[src/sv/bdq_pkg.sv]
// Shared constants, widths and encodings for the bounded deque.
package bdq_pkg;

    localparam int CAPACITY = 16;
    localparam int IDX_W    = (CAPACITY > 1) ? $clog2(CAPACITY) : 1;
    localparam int COUNT_W  = $clog2(CAPACITY + 1);
    localparam int DATA_W   = 32;
    localparam int OP_W     = 2;
    localparam int STATUS_W = 2;
    localparam int POS_W    = 5;

    typedef logic [IDX_W-1:0]   idx_t;
    typedef logic [COUNT_W-1:0] count_t;
    typedef logic [DATA_W-1:0]  data_t;

    typedef enum logic [OP_W-1:0] {
        OP_INS_FRONT = 2'd0,
        OP_INS_BACK  = 2'd1,
        OP_REMOVE    = 2'd2,
        OP_LIST      = 2'd3
    } op_t;

    typedef enum logic [STATUS_W-1:0] {
        STAT_OK        = 2'd0,
        STAT_EMPTY     = 2'd1,
        STAT_NOT_FOUND = 2'd2,
        STAT_FULL      = 2'd3
    } status_t;

    typedef enum logic [2:0] {
        S_IDLE,
        S_SEARCH_RD,
        S_SEARCH_CMP,
        S_SHIFT_RD,
        S_SHIFT_WR,
        S_LIST_RD,
        S_LIST_OUT
    } state_t;

endpackage

[src/sv/bounded_deque_with_value_delete.sv]
// Bounded deque in a ring store, with remove-by-value and listing.
// Inserts and the empty cases give their result in the cycle after acceptance. Remove
// reads and compares the entries in order, shifts the later entries down by a read and a
// write each, and gives one result, found or not; list gives one result per entry, in order.
// One transaction at a time, as the sequencer steps through the store entry by entry; reset
// clears the front index, the count, the sequencer and the result strobe only.
module bounded_deque_with_value_delete (
    input  logic                         clk,
    input  logic                         rst_n,
    input  logic                         start,
    output logic                         busy,
    input  logic [bdq_pkg::OP_W-1:0]     operation,
    input  logic signed [bdq_pkg::DATA_W-1:0] value,
    output logic                         strobe,
    output logic [bdq_pkg::STATUS_W-1:0] status,
    output logic [bdq_pkg::POS_W-1:0]    position,
    output logic signed [bdq_pkg::DATA_W-1:0] entry_value,
    output logic                         last
);
    import bdq_pkg::*;

    state_t  state_reg, state_next;
    idx_t    front_reg, front_next;
    count_t  count_reg, count_next;
    count_t  idx_reg, idx_next;
    data_t   value_reg, value_next;

    logic    strobe_reg, strobe_next;
    status_t status_reg, status_next;
    logic [POS_W-1:0] position_reg, position_next;
    data_t   entry_value_reg, entry_value_next;
    logic    last_reg, last_next;

    data_t   entry_store_mem [CAPACITY];
    data_t   rd_data_reg;
    logic    mem_we;
    idx_t    mem_waddr;
    idx_t    mem_raddr;
    data_t   mem_wdata;

    // Shared slot unit: maps a list offset to a ring index.
    idx_t             slot_offset;
    idx_t             slot_index;
    logic [IDX_W:0]   slot_sum;
    count_t           idx_inc;
    count_t           idx_inc2;
    logic             is_full;
    logic             is_empty;
    logic             match;

    assign idx_inc  = idx_reg + count_t'(1);
    assign idx_inc2 = idx_reg + count_t'(2);
    assign is_full  = (count_reg == count_t'(CAPACITY));
    assign is_empty = (count_reg == '0);
    assign match    = (rd_data_reg == value_reg);

    always_comb
    begin
        case (state_reg)
            S_IDLE:     slot_offset = count_reg[IDX_W-1:0];
            S_SHIFT_RD: slot_offset = idx_inc[IDX_W-1:0];
            default:    slot_offset = idx_reg[IDX_W-1:0];
        endcase
        slot_sum = (IDX_W+1)'(front_reg) + (IDX_W+1)'(slot_offset);
        if (slot_sum >= (IDX_W+1)'(CAPACITY))
        begin
            slot_sum = slot_sum - (IDX_W+1)'(CAPACITY);
        end
        slot_index = slot_sum[IDX_W-1:0];
    end

    // Next-state logic.
    always_comb
    begin
        state_next = state_reg;
        case (state_reg)
            S_IDLE:
            begin
                if (start)
                begin
                    if (operation == OP_REMOVE && !is_empty)
                    begin
                        state_next = S_SEARCH_RD;
                    end
                    else if (operation == OP_LIST && !is_empty)
                    begin
                        state_next = S_LIST_RD;
                    end
                end
            end
            S_SEARCH_RD:  state_next = S_SEARCH_CMP;
            S_SEARCH_CMP:
            begin
                if (match)
                begin
                    state_next = (idx_inc < count_reg) ? S_SHIFT_RD : S_IDLE;
                end
                else
                begin
                    state_next = (idx_inc == count_reg) ? S_IDLE : S_SEARCH_RD;
                end
            end
            S_SHIFT_RD:   state_next = S_SHIFT_WR;
            S_SHIFT_WR:   state_next = (idx_inc2 < count_reg) ? S_SHIFT_RD : S_IDLE;
            S_LIST_RD:    state_next = S_LIST_OUT;
            S_LIST_OUT:   state_next = (idx_inc == count_reg) ? S_IDLE : S_LIST_RD;
            default:      state_next = S_IDLE;
        endcase
    end

    // Datapath, store control and result logic.
    always_comb
    begin
        front_next       = front_reg;
        count_next       = count_reg;
        idx_next         = idx_reg;
        value_next       = value_reg;
        strobe_next      = 1'b0;
        status_next      = status_reg;
        position_next    = position_reg;
        entry_value_next = entry_value_reg;
        last_next        = last_reg;
        mem_we           = 1'b0;
        mem_waddr        = slot_index;
        mem_wdata        = value;
        mem_raddr        = slot_index;

        case (state_reg)
            S_IDLE:
            begin
                if (start)
                begin
                    value_next       = value;
                    idx_next         = '0;
                    position_next    = '0;
                    last_next        = 1'b1;
                    entry_value_next = value;
                    case (op_t'(operation))
                        OP_INS_FRONT, OP_INS_BACK:
                        begin
                            strobe_next = 1'b1;
                            if (is_full)
                            begin
                                status_next = STAT_FULL;
                            end
                            else
                            begin
                                status_next = STAT_OK;
                                count_next  = count_reg + count_t'(1);
                                mem_we      = 1'b1;
                                if (operation == OP_INS_FRONT)
                                begin
                                    front_next = (front_reg == '0) ? idx_t'(CAPACITY - 1)
                                                                   : front_reg - idx_t'(1);
                                    mem_waddr  = front_next;
                                end
                            end
                        end
                        OP_REMOVE:
                        begin
                            if (is_empty)
                            begin
                                strobe_next = 1'b1;
                                status_next = STAT_EMPTY;
                            end
                        end
                        OP_LIST:
                        begin
                            if (is_empty)
                            begin
                                strobe_next      = 1'b1;
                                status_next      = STAT_EMPTY;
                                entry_value_next = '0;
                            end
                        end
                        default:
                        begin
                            strobe_next = 1'b0;
                        end
                    endcase
                end
            end
            S_SEARCH_CMP:
            begin
                if (match)
                begin
                    if (!(idx_inc < count_reg))
                    begin
                        // The match is the final entry, so nothing has to move.
                        count_next       = count_reg - count_t'(1);
                        strobe_next      = 1'b1;
                        status_next      = STAT_OK;
                        entry_value_next = value_reg;
                        last_next        = 1'b1;
                        position_next    = '0;
                    end
                end
                else if (idx_inc == count_reg)
                begin
                    strobe_next      = 1'b1;
                    status_next      = STAT_NOT_FOUND;
                    entry_value_next = value_reg;
                    last_next        = 1'b1;
                    position_next    = '0;
                end
                else
                begin
                    idx_next = idx_inc;
                end
            end
            S_SHIFT_WR:
            begin
                mem_we    = 1'b1;
                mem_wdata = rd_data_reg;
                idx_next  = idx_inc;
                if (!(idx_inc2 < count_reg))
                begin
                    count_next       = count_reg - count_t'(1);
                    strobe_next      = 1'b1;
                    status_next      = STAT_OK;
                    entry_value_next = value_reg;
                    last_next        = 1'b1;
                    position_next    = '0;
                end
            end
            S_LIST_OUT:
            begin
                strobe_next      = 1'b1;
                status_next      = STAT_OK;
                position_next    = POS_W'(idx_inc);
                entry_value_next = rd_data_reg;
                last_next        = (idx_inc == count_reg);
                idx_next         = idx_inc;
            end
            default:
            begin
                strobe_next = 1'b0;
            end
        endcase
    end

    always_ff @(posedge clk or negedge rst_n)
    begin
        if (!rst_n)
        begin
            state_reg  <= S_IDLE;
            front_reg  <= '0;
            count_reg  <= '0;
            idx_reg    <= '0;
            strobe_reg <= 1'b0;
        end
        else
        begin
            state_reg  <= state_next;
            front_reg  <= front_next;
            count_reg  <= count_next;
            idx_reg    <= idx_next;
            strobe_reg <= strobe_next;
        end
    end

    always_ff @(posedge clk)
    begin
        value_reg       <= value_next;
        status_reg      <= status_next;
        position_reg    <= position_next;
        entry_value_reg <= entry_value_next;
        last_reg        <= last_next;
    end

    always_ff @(posedge clk)
    begin
        if (mem_we)
        begin
            entry_store_mem[mem_waddr] <= mem_wdata;
        end
    end

    always_ff @(posedge clk)
    begin
        rd_data_reg <= entry_store_mem[mem_raddr];
    end

    assign busy        = (state_reg != S_IDLE);
    assign strobe      = strobe_reg;
    assign status      = status_reg;
    assign position    = position_reg;
    assign entry_value = entry_value_reg;
    assign last        = last_reg;

    a_count_bound: assert property (@(posedge clk) disable iff (!rst_n)
        count_reg <= count_t'(CAPACITY))
        else $error("entry count exceeds capacity");

    a_last_frees: assert property (@(posedge clk) disable iff (!rst_n)
        strobe && last |-> !busy)
        else $error("final result issued while sequencer still busy");

    a_more_follow: assert property (@(posedge clk) disable iff (!rst_n)
        strobe && !last |-> busy)
        else $error("intermediate result issued with sequencer idle");

    a_pos_ok: assert property (@(posedge clk) disable iff (!rst_n)
        strobe && position != '0 |-> status == STAT_OK)
        else $error("listed position carried with a failure status");

endmodule
[config.mk]
export PLATFORM = sky130hd
export DESIGN_NAME = bounded_deque_with_value_delete
export DESIGN_NICKNAME = d
export VERILOG_FILES = /design/src/sv/bdq_pkg.sv /design/src/sv/bounded_deque_with_value_delete.sv
export SDC_FILE = /design/constraint.sdc
export NUM_CORES = 1
export LEC_CHECK = 0
export BUFFER_PORTS_ARGS = -buffer_cell sky130_fd_sc_hd__buf_4
export CORE_MARGIN = 1
export CORE_UTILIZATION = 30
export DETAILED_ROUTE_END_ITERATION = 6
export PLACE_DENSITY = 0.45
export SYNTH_ARGS = -nofsm -noshare
export SYNTH_HDL_FRONTEND = slang
export SYNTH_SLANG_ARGS = --single-unit
[constraint.sdc]
create_clock -name clk -period 7.2 [get_ports clk]
set_clock_uncertainty 0.15 [all_clocks]
set_input_delay 1.44 -clock clk [delete_from_list [all_inputs] [get_ports clk]]
set_output_delay 1.44 -clock clk [all_outputs]
set_load 0.01 [all_outputs]
# After elaboration in Yosys (flattened, before gate mapping)
# Memories as Yosys holds them, arrays and structs flattened. A register that Yosys moved wholly into a read port is not among the register bits.
# Cells that the tools add are included.
# totals
regBits	90
ram_bits	512
in_bits	37
out_inout_bits	42
word_cells	138
memories	1
# classes
add_sub_neg	7
order_cmp	3
n_eq_ne	24
muxes	71
bitwise	1
n_reduce_logical	21
# mem_list
memory	depth	width	rd	rd_clocked_by_memory_dff	wr	line_no	text
entry_store_mem	16	32	1	1	1	bounded_deque_with_value_delete.sv:34	data_t entry_store_mem [CAPACITY];
# ops
op	n
$mux 32	8
$pmux 32 s4	1
$mux 5	13
$eq 32x32->1	1
$pmux 5 s3	2
$mux 4	7
$pmux 3 s7	1
$mux 2	10
$pmux 5 s4	1
$mux 1	17
$ne 2x2->1 const B	7
$mux 3	4
$ne 3x3->1 const B	4
$add 5x1->5 const B	2
$lt 5x5->1	2
$reduce_and 5->1	2
$eq 3x3->1 const B	3
$reduce_bool 3->1	3
$pmux 1 s4	2
$pmux 2 s4	1
$pmux 4 s2	1
$sub 4x1->4 const B	2
$reduce_and 7->1	1
$eq 3x2->1 const B	2
other kinds (24)	30

# Longest topological paths before layout
# Gate-level depths: netlist of run 1.
# depth
depth_word	10
ltp_mapped	13
ltp_nobuf	12

# Worst setup path after synthesis of run 1
# No wires, ideal clock.
# synth_path
path_type	input -> register
start	input start
end	memory entry_store_mem[7][0] (netlist name) (enable)
setup_ns	0.468
arrival_time_ns	5.604
required_ns	6.582
path_slack_ns	0.979
stages	5
n_path_buf	0
path_cell_list	or4b_4 -> inv_1 -> nand3_1 -> o22a_1 -> nor3b_1
# synth_between
elab_chain_len	4
word_cells_on_any_way	6
classes_between	mux (6)
# synth_rtl
element	line_no	text
from (decl)	bounded_deque_with_value_delete.sv:10	input logic start,
$mux 1	bounded_deque_with_value_delete.sv:131	if (start)
$pmux 1 s2	bounded_deque_with_value_delete.sv:128	case (state_reg)
$mux 1	bounded_deque_with_value_delete.sv:273	if (mem_we)
$mux 1 (implied by the code)	bounded_deque_with_value_delete.sv:275	entry_store_mem[mem_waddr] <= mem_wdata;
to (decl)	bounded_deque_with_value_delete.sv:34	
# Parallel ways exist; a longest one is shown, timed or not.

# Final worst setup path of run 1
# layout_path
start	register state_reg[0]
end	memory entry_store_mem[0][6] (netlist name) (enable)
# layout_between
elab_chain_len	10
word_cells_on_any_way	16
classes_between	add/sub (2); order compare (1); eq/ne (2); mux (10); reduce/logical (1)
# layout_rtl
element	line_no	text
from (decl)	bounded_deque_with_value_delete.sv:22	state_t state_reg, state_next;
from (signal assigned)	bounded_deque_with_value_delete.sv:254	state_reg <= state_next;
$eq 3x2->1 / $logic_not 3->1 (equally long branches)	bounded_deque_with_value_delete.sv:59, bounded_deque_with_value_delete.sv:128	
$pmux 4 s2	bounded_deque_with_value_delete.sv:59	case (state_reg)
$add 4x4->5	bounded_deque_with_value_delete.sv:64	slot_sum = (IDX_W+1)'(front_reg) + (IDX_W+1)'(slot_offset);
$sub 4x1->4 / $ge 5x5->1 (equally long branches)	bounded_deque_with_value_delete.sv:67, bounded_deque_with_value_delete.sv:65	
$mux 4	bounded_deque_with_value_delete.sv:65	if (slot_sum >= (IDX_W+1)'(CAPACITY))
$mux 4	bounded_deque_with_value_delete.sv:151	if (operation == OP_INS_FRONT)
$mux 4	bounded_deque_with_value_delete.sv:142	if (is_full)
$mux 4	bounded_deque_with_value_delete.sv:138	case (op_t'(operation))
$mux 4	bounded_deque_with_value_delete.sv:131	
$mux 4	bounded_deque_with_value_delete.sv:128	
# Parallel ways exist; a longest one is shown, timed or not.

==> run metrics, run 1 <==
status finished, final reports clean; maximum clock rate 185 MHz; first-pass GRT wire length 95,400 um; Lkg Pwr 9.81 nW; Top FF cell, synth edfxtp_1; share of cells above drive strength 1 0.321; Final Hold Fails 0; All-Layer GR Usage 0.158; Antenna Nets Post-Route 0; post-layout min period 5.39 ns; Worst slew margin 0.103; Hold Crit Class reg2reg; largest net degree at the start of global routing 50; gpl congestion 0.786; DRC 0; total chip power 7.73 mW; Die Width 291 um; fin crit share 0.749; CTS tree yes; synthesized area 25,100 sq um; I/O Buffers 78; Top reg by flops entry_store_mem; H-tree depth 3; GR Overflow Total 0; clock slew at reported path FFs 0.06 ns; vias 12,300; DRT Pass-1 Iters 6; initial core utilization 0.305; Clock Latency Late Sink 0.63 ns; CORE AREA 82,500 sq um; Initial DRC Count 1,131; total CTS buffers 73; CP max FO 45; row cnt 105; Vias/cell 4.98; Placed Area 27,300 sq um; CTS Buffer Depth 3; Cells after Synth 1,201; DR WL/cell 26.8 um; initial antenna violation count 1; Fin Setup TNS 0 ns; vias in the first global route 13,000; die area 85,000 sq um; final setup violation count 0; Critical Path End Type flop; max FFs per register 512; Worst EP arrival 5.52 ns; Ports 79; Synth cell types 62; CTS Root Cell clkbuf_16; post-synthesis sequential area ratio 0.741; Hold Slack 0.436 ns; Worst Setup Start Kind flop; Die Y-Extent 291 um; VDD IR max 0.000194 V; Routed WL 66,000 um; peak per-stage delay on the critical path 1.33 ns; Syn. warnings 0; Bufs and invs on worst path 2; # diodes 0; P&R area growth vs syn 18.0%; setup repair bufs after CTS 0; ys async rst share 0.0284; clock sinks 634; Synth Area per Inst 20.9 sq um; Power Dens Cells 261 nW/um^2; flops & latches, synth 634; Worst path slowest cell fa_4; HPWL Detailed 42,200 um; worst path cell trace and2_1 -> nor2b_1 -> nor2_1 -> a221o_1 -> ha_4 -> inv_1 -> fa_4 -> mux2i_1 -> a21o_1 -> nand2b_1 -> nor2_4 -> buf_4; Setup CP Type reg2reg; hold-fix buffer count after cts 0; cell area after layout 29,700 sq um; final core occ 0.359; RSZ-0062 raised after global routing false; CP top delay family adder cells; max cap viols 0; Post-synth EDFFs 584; fin. max-slew vios 0; Worst Path Required 7.33 ns; Worst-Margin Slew 1.33 ns; Nets 1,392; post-CTS resize count 0; Synth Net Count 1,259
-- final timing paths --
check	end	startpoint	cells after the start	slack, ns
max	entry_store_mem[0][6]$_DFFE_PP_	state_reg[0]$_DFFE_PN0P_	12	1.81
min	idx_reg[4]$_DFFE_PN0P_	idx_reg[4]$_DFFE_PN0P_	1	0.44
max reg2reg	entry_store_mem[0][6]$_DFFE_PP_	state_reg[0]$_DFFE_PN0P_	12	1.81
min reg2reg	idx_reg[4]$_DFFE_PN0P_	idx_reg[4]$_DFFE_PN0P_	1	0.44
max in group asynchronous	front_reg[1]$_DFFE_PN0P_	rst_n	1	6.11
min in group asynchronous	idx_reg[0]$_DFFE_PN0P_	rst_n	1	0.56
-- synth_stat cells (all sizes together), types with 2 or more instances --
library cell,count,share of area
xor2,7,0.0027
a21oi,12,0.0024
nor2,41,0.0061
nor2b,3,0.00075
buf,24,0.0050
a41oi,2,0.00070
nor4,4,0.0016
inv,49,0.0073
a2111oi,2,0.0014
o221ai,2,0.00070
mux4,160,0.14
mux2i,5,0.0020
dfrtp,18,0.018
ha,19,0.0095
o21ai,8,0.0017
mux2,36,0.016
a222oi,32,0.013
fa,2,0.0016
and2,4,0.0010
a21o,7,0.0021
o211ai,5,0.0022
a221o,3,0.0012
nand4,8,0.0020
nor3b,4,0.0012
nand2b,7,0.0017
a311oi,2,0.00070
and3,3,0.00075
nand3b,4,0.0012
or2,2,0.00050
dfxtp,32,0.025
edfxtp,584,0.70
nand3,6,0.0012
clkbuf,30,0.0045
nor3,3,0.0010
xnor2,39,0.014
nand2,17,0.0025
o21bai,2,0.00060
-- worst register-to-register path: stages (launching register included) --
cell and delay (ns):
dfrtp_1 0.59, and2_1 0.27, nor2b_1 0.15, nor2_1 0.18, a221o_1 0.22, ha_4 0.15, inv_1 0.05, fa_4 1.33
mux2i_1 0.34, a21o_1 0.31, nand2b_1 0.25, nor2_4 0.60, buf_4 0.44
-- metrics by stage --
step                      instances  worst slack [ns]
after floorplan                1201             0.979
after global placement         2329              1.82
after detailed placement       2329              1.77
after global routing           2464              1.51
final                          2464              1.81
after CTS                      2464              1.75
-- logic make-up (layout without fill, tap and decap cells) --
logic type / Yosys count / in the layout / share of synthesized area
AOI/OAI and AO/OA: 87 / 87 / 0.0307
muxes: 201 / 201 / 0.161
buffers and inverters: 103 / 296 / 0.0168
adders and majority gates: 21 / 21 / 0.0110
xor gates and xnor gates: 46 / 46 / 0.0163
and+or+nand+nor: 109 / 109 / 0.0227
DFF: 634 / 634 / 0.741
-- layer usage --
layer	GRT usage	share of wire	up-vias
li1	-	-	5272
met1	0.207	0.43	6574
met2	0.261	0.49	309
met3	0.0342	0.050	104
met4	0.0480	0.025	2
met5	0	0.00020	-
-- cell type report --
class / count / area [sq um]
inverter: 49 / 184
tap: 1070 / 1340
fill: 7621 / 52800
sequential: 634 / 18600
clock inverter: 31 / 393
timing repair buffer: 112 / 841
multi-input combinational: 464 / 6280
clock buffer: 104 / 1990
-- layout by cell type (no fill, tap or decap), drive strengths merged, types with 3 or more instances in the layout --
| master | count |
|---|---|
| nand2 | 17 |
| nor4 | 4 |
| nor3b | 4 |
| edfxtp | 584 |
| a222oi | 32 |
| nand3b | 4 |
| nand3 | 6 |
| and3 | 3 |
| clkinv | 24 |
| mux2 | 36 |
| mux4 | 160 |
| nor2b | 3 |
| xor2 | 7 |
| nand4 | 8 |
| buf | 112 |
| nand2b | 7 |
| bufinv | 4 |
| clkbuf | 104 |
| inv | 51 |
| mux2i | 5 |
| a221o | 3 |
| and2 | 4 |
| o21ai | 8 |
| dfrtp | 18 |
| ha | 19 |
| a21oi | 12 |
| nor2 | 41 |
| xnor2 | 39 |
| nor3 | 3 |
| dfxtp | 32 |
| o211ai | 5 |
| a21o | 7 |
-- where the power goes --
part           internal [mW]  total, mW  switching (mW)
combinational         0.0208     0.0809          0.0601
sequential              4.01       4.01               0
clock                   2.11       3.64            1.53
No activity file was read; power rests on OpenSTA's default activity.
==> inputs of run 2 (changes only) <==
- ABC_AREA: default -> 1
- clock period: 7.2 -> 5.5 ns (I/O delays scaled with it)
==> run 2 against run 1 <==
  * Cell area is 2.9% higher
  * Critical path depth stayed put
  * Register-to-register slack got worse by 0.71 ns
  * Total power rose by 27%
  * Non-clock buffer count grew 4
  * Clock power increased by 22%
  * Combinational power grew 58%
  * Largest cell class unchanged
  * Die area rose by 4.5%
==> run metrics, run 2 <==
CTS Buffer Depth 3 (unchanged); synthesized area 26,300 sq um (+4.6%); post-synthesis sequential area ratio 0.709 (-0.0323); RSZ-0062 raised after global routing false; CP max FO 32 (-29%); Worst EP arrival 4.47 ns (-1.05 ns); Top reg by flops entry_store_mem; Nets 2,147 (+54%); post-CTS resize count 0 (unchanged); post-layout min period 4.40 ns (-0.992 ns); max FFs per register 512 (unchanged); HPWL Detailed 40,900 um (-3.1%); final core occ 0.352 (-0.00786); CTS tree yes; Post-synth EDFFs 584 (unchanged); Worst slew margin 0.302 (+0.199); Die Width 298 um (+2.2%); initial core utilization 0.303 (-0.00170); share of cells above drive strength 1 0.121 (-0.200); setup ws final 1.10 ns (-0.708 ns); Ports 79 (unchanged); max cap viols 0 (unchanged); Synth Net Count 2,072 (+65%); Routed WL 69,700 um (+5.5%); Yosys top cell area share 0.667 (-0.0304); vias in the first global route 15,700 (+21%); DRC 0 (unchanged); DRT Pass-1 Iters 7 (+1); Setup CP Type reg2reg; I/O Buffers 78 (unchanged); Placed Area 28,300 sq um (+3.9%); Vias/cell 4.82 (-3.1%); Worst Setup Start Kind flop; All-Layer GR Usage 0.156 (-0.00226); Worst-Margin Slew 1.05 ns (-0.286 ns); Hold Crit Class in2async; total CTS buffers 68 (-6.8%); Hold Slack 0.239 ns (-0.197 ns); Synth Area per Inst 13.1 sq um (-38%); CORE AREA 86,800 sq um (+5.2%); final setup violation count 0 (unchanged); VDD IR max 0.000203 V (+4.8%); Final Hold Fails 0 (unchanged); CTS Root Cell clkbuf_16; Synth cell types 34 (-45%); row cnt 108 (+2.9%); pre-CTS setup slack 1.20 ns (-0.569 ns); top cells by count, synth edfxtp_1, nand2_1, inv_1; hold-fix buffer count after cts 0 (unchanged); clock slew at reported path FFs 0.06 ns (about the same); DR WL/cell 21.1 um (-21%); cell area after layout 30,500 sq um (+2.9%); Cells after Synth 2,014 (+68%); Die Y-Extent 298 um (+2.2%); die area 88,800 sq um (+4.5%); Synth area leader edfxtp_1; synth top area cells edfxtp_1, mux2i_1, o211ai_1, nand2_1, o21ai_0; maximum clock rate 227 MHz (+23%); Initial DRC Count 1,126 (-0.44%); flops & latches, synth 634 (unchanged); most frequent cells in the layout edfxtp_1, nand2_1, inv_1, o21ai_0, a21oi_1; clock sinks 634 (unchanged); Worst Path Required 5.57 ns (-1.76 ns); GR Overflow Total 0 (unchanged); fin. max-slew vios 0 (unchanged); largest net degree at the start of global routing 129 (+160%); Power Dens Cells 322 nW/um^2 (+23%); P&R area growth vs syn 16.0%; initial antenna violation count 1 (unchanged); Fin Setup TNS 0 ns (unchanged); fin crit share 0.800 (+0.0512); gpl congestion 0.803 (+2.2%); Antenna Nets Post-Route 0 (unchanged); Clock Latency Late Sink 0.60 ns (-0.03 ns); ys async rst share 0.0284 (unchanged); Critical Path End Type flop; setup repair bufs after CTS 0 (unchanged); Syn. warnings 0 (unchanged); most frequent cell after synthesis edfxtp_1; H-tree depth 3 (unchanged); commonest non-fill, non-tap cell in the layout edfxtp_1; Top FF cell, synth edfxtp_1; vias 15,900 (+30%); first-pass GRT wire length 104,000 um (+9.1%); Lkg Pwr 11.4 nW (+17%); status finished, final reports clean
==> run 2: changes by cell type after synthesis, moves of 36 or more <==
cell,before,now
mux4_2,160,0
nand3_1,6,91
a21oi_1,12,133
o211ai_1,3,130
nand2_1,17,246
inv_1,49,184
o21ai_0,5,166
mux2i_1,5,128
mux2_2,36,0
==> run 2: metal layers <==
metal / GRT usage / wire (um) / vias up
met3: 0.0216 / 3400 / 84
li1: - / - / 7491
met1: 0.224 / 33300 / 7940
met5: 0 / 0 / -
met2: 0.241 / 31400 / 384
met4: 0.0497 / 1570 / 0
==> run 2: final cells by class <==
| type | instances | area [sq um] |
|---|---|---|
| Clock buffer | 93 | 1910 |
| Tap cell | 1155 | 1450 |
| Sequential cell | 634 | 18600 |
| Timing Repair Buffer | 116 | 937 |
| Multi-Input combinational cell | 1077 | 6620 |
| Clock inverter | 29 | 239 |
| Fill cell | 8415 | 56200 |
| Antenna cell | 3 | 7.51 |
| Inverter | 192 | 723 |
==> run 2: metrics by stage <==
stage,cells,power (mW)
final,3299,9.82
after global routing,3296,10.1
after CTS,3295,9.96
after detailed placement,3173,5.49
after global placement,3173,5.48
after floorplan,2014,5.40
==> run 2: path summary, 6_finish.rpt <==
kind,startpoint,end,slack [ns],cells after the start
min in group clk,count_reg[4]$_DFFE_PN0P_,count_reg[4]$_DFFE_PN0P_,0.38,2
max in group asynchronous,rst_n,strobe$_DFF_PN0_,4.72,1
setup / recovery,state_reg[2]$_DFFE_PN0P_,entry_store_mem[5][16]$_DFFE_PP_,1.10,12
hold / removal,rst_n,idx_reg[4]$_DFFE_PN0P_,0.24,1
setup reg to reg,state_reg[2]$_DFFE_PN0P_,entry_store_mem[5][16]$_DFFE_PP_,1.10,12
hold reg to reg,count_reg[4]$_DFFE_PN0P_,count_reg[4]$_DFFE_PN0P_,0.38,2
==> run 2: report_power, final <==
part / internal (mW) / switching, mW / leakage, nW
logic: 0.0265 / 0.101 / 4.58
registers: 5.26 / 0 / 5.81
clock network: 2.58 / 1.86 / 1.06
==> run 2: logic make-up (layout without fill, tap and decap cells) <==
group                      count (synthesis)  count (layout)  synth area share
other                                      0               3                 0
adders and majority gates                 21              21            0.0106
DFF                                      634             634             0.709
and+or+nand+nor                          408             408            0.0649
AOI/OAI and AO/OA                        484             484             0.109
xor gates and xnor gates                  36              36            0.0120
buffers and inverters                    303             430            0.0463
muxes                                    128             128            0.0487
==> run 2: critical path, stage by stage, from the launching register on <==
cell and delay (ns):
dfrtp_1 0.46, inv_2 0.07, nand2_2 0.20, nand2_1 0.14, o221ai_1 0.27, ha_4 0.18
inv_1 0.05, fa_4 0.84, inv_4 0.05, o21ai_1 0.44, nand3_1 0.47, nor2_4 0.20
buf_4 0.48
==> inputs of run 3 (changes only) <==
- PLACE_DENSITY: 0.45 -> 0.47
- clock period: 5.5 -> 3.6 ns (I/O delays scaled with it)
==> run 3 against run 2 <==
  * Wire length up 5.5%
  * Hold slack worse by 0.078 ns
  * Maximum frequency up 28%
  * Sequential power up 53%
  * Combinational power up 45%
  * First-iteration DRC count up 1.6%
  * Die area unchanged
  * Final cell count up 1.8%
  * Highest routed layer unchanged
==> run metrics, run 3 (synthesized netlist as in run 2, its figures left out) <==
CTS Root Cell clkbuf_16; CP max FO 128 (+300%); grt met2 use 0.273 (+0.0318); CORE AREA 86,800 sq um (unchanged); Worst Path Required 3.91 ns (-1.66 ns); reg2reg setup slack 0.16 ns (-0.94 ns); GRT busiest layer met2; Critical R2R Launch idx_reg[0]$_DFFE_PN0P_; share of cells above drive strength 1 0.148 (+0.0265); Routed WL 73,500 um (+5.5%); gpl congestion 0.842 (+4.9%); die area 88,800 sq um (unchanged); most frequent cells in the layout edfxtp_1, nand2_1, inv_1, o21ai_0, a21oi_1; VDD IR max 0.000356 V (+75%); met3 Use GR 0.0255 (+0.00386); Hold Crit Class in2reg; final setup violation count 0 (unchanged); largest net degree at the start of global routing 129 (unchanged); post-layout min period 3.44 ns (-0.958 ns); Antenna Nets Post-Route 0 (unchanged); Top reg by flops entry_store_mem; Die Y-Extent 298 um (unchanged); Worst EP arrival 3.76 ns (-0.71 ns); GR Overflow Total 0 (unchanged); row cnt 108 (unchanged); hold path endpoint value_reg[2]$_DFFE_PP_; CP startpoint idx_reg[0]$_DFFE_PN0P_; Worst path slowest cell fa_4; initial core utilization 0.303 (unchanged); met1 Use GR 0.218 (-0.00600); Die Width 298 um (unchanged); Critical Path End Type flop; maximum clock rate 290 MHz (+28%); HPWL Detailed 43,700 um (+6.9%); Lkg Pwr 12.0 nW (+4.5%); Setup CP Type reg2reg; H-tree depth 3 (unchanged); DRT Pass-1 Iters 5 (-2); Fill cells 8,291 (-1.5%); Worst Setup Start Kind flop; All-Layer GR Usage 0.163 (+0.00749); capturing point of the worst reg2reg path rd_data_reg[9]$_DFF_P_; fin crit share 0.957 (+0.156); DR WL/cell 21.9 um (+3.7%); Final Hold Fails 0 (unchanged); commonest non-fill, non-tap cell in the layout edfxtp_1; max FFs per register 512 (unchanged); # diodes 0 (-3); hold path depth 1; Ports 79 (unchanged); total CTS buffers 67 (-1.5%); RSZ-0062 raised after global routing false; CTS tree yes; worst hold start value[2]; final core occ 0.364 (+0.0129); fin. max-slew vios 0 (unchanged); vias 16,200 (+1.7%); Reg2Reg Depth 10 (-2); clock sinks 634 (unchanged); Nets 2,207 (+2.8%); worst path cell trace ha_1 -> inv_1 -> o22ai_1 -> a21oi_2 -> fa_4 -> inv_4 -> buf_16 -> o211ai_1 -> nand2_1 -> o21ai_1; Fin Setup TNS 0 ns (unchanged); vias in the first global route 16,000 (+1.6%); CTS Buffer Depth 3 (unchanged); P&R area growth vs syn 20.3%; Clock Latency Late Sink 0.61 ns (about the same); Power Dens Cells 479 nW/um^2 (+49%); clock slew at reported path FFs 0.07 ns (about the same); max cap viols 0 (unchanged); Vias/cell 4.81 (-0.13%); Worst-Margin Slew 1.18 ns (+0.134 ns); Initial DRC Count 1,144 (+1.6%); I/O Buffers 78 (unchanged); status finished, final reports clean; Worst slew margin 0.211 (-0.0910); peak per-stage delay on the critical path 0.89 ns (+0.05 ns); initial antenna violation count 0 (-1); DRC 0 (unchanged); first-pass GRT wire length 108,000 um (+3.7%)
-- run 3: worst max path at each step --
stage                                              endpoint  depth (start not counted)
after floorplan             entry_store_mem[8][0]$_DFFE_PP_                         14
after global placement               rd_data_reg[9]$_DFF_P_                         12
after detailed placement             rd_data_reg[9]$_DFF_P_                         12
after CTS                 entry_store_mem[12][20]$_DFFE_PP_                         12
after global routing      entry_store_mem[12][27]$_DFFE_PP_                         11
final                                rd_data_reg[9]$_DFF_P_                         10
-- run 3: cell type report --
type / count / area [sq um] / share of cell area
Clock buffer: 95 / 1970 / 0.0622
Clock inverter: 28 / 264 / 0.00835
Inverter: 192 / 723 / 0.0229
Multi-Input combinational cell: 1077 / 6640 / 0.210
Sequential cell: 634 / 18600 / 0.589
Tap cell: 1155 / 1450 / 0.0457
Timing Repair Buffer: 177 / 1960 / 0.0619
-- run 3: layer usage --
layer,wire length (um),share of wire
met5,0,0
met4,1360,0.019
met3,3350,0.046
met2,35600,0.48
met1,33200,0.45
-- run 3: what timing repair did --
item | in CTS | in global routing
gates resized for setup | 2 | 6
gates cloned | 1 | 4
pin swaps | 0 | 3
hold endpoints to repair | 18 | 0
endpoints found under the setup margin | 2 | 392
buffers inserted | 0 | 3
hold buffers | 1 | 0
-- run 3: metrics by stage --
| step | std cells | area [sq um] | worst slack [ns] | hold slack [ns] | total power, mW |
|---|---|---|---|---|---|
| final | 3358 | 31600 | 0.156 | 0.161 | 15.1 |
| after global routing | 3358 | 31600 | 0.00286 | 0.136 | 15.6 |
| after CTS | 3351 | 31400 | 0.0183 | 0.115 | 15.3 |
| after detailed placement | 3226 | 29200 | -0.0579 | 0.381 | 8.37 |
| after global placement | 3226 | 29200 | -0.0677 | 0.362 | 8.37 |
| after floorplan | 2014 | 26300 | -0.254 | 0.274 | 8.24 |
-- run 3: report_power, final --
group / total (mW) / internal, mW / switching, mW
combinational: 0.186 / 0.0418 / 0.144
sequential: 8.03 / 8.03 / 0
clock: 6.92 / 4.05 / 2.87
-- run 3: worst max-delay path: cells and delay by family (launching register included) --
family	cells	cell delay, ns
adders and majority gates	2	1.21
DFF	1	0.42
buffers and inverters	3	0.40
and+or+nand+nor	1	0.08
AOI/OAI and AO/OA	4	0.96
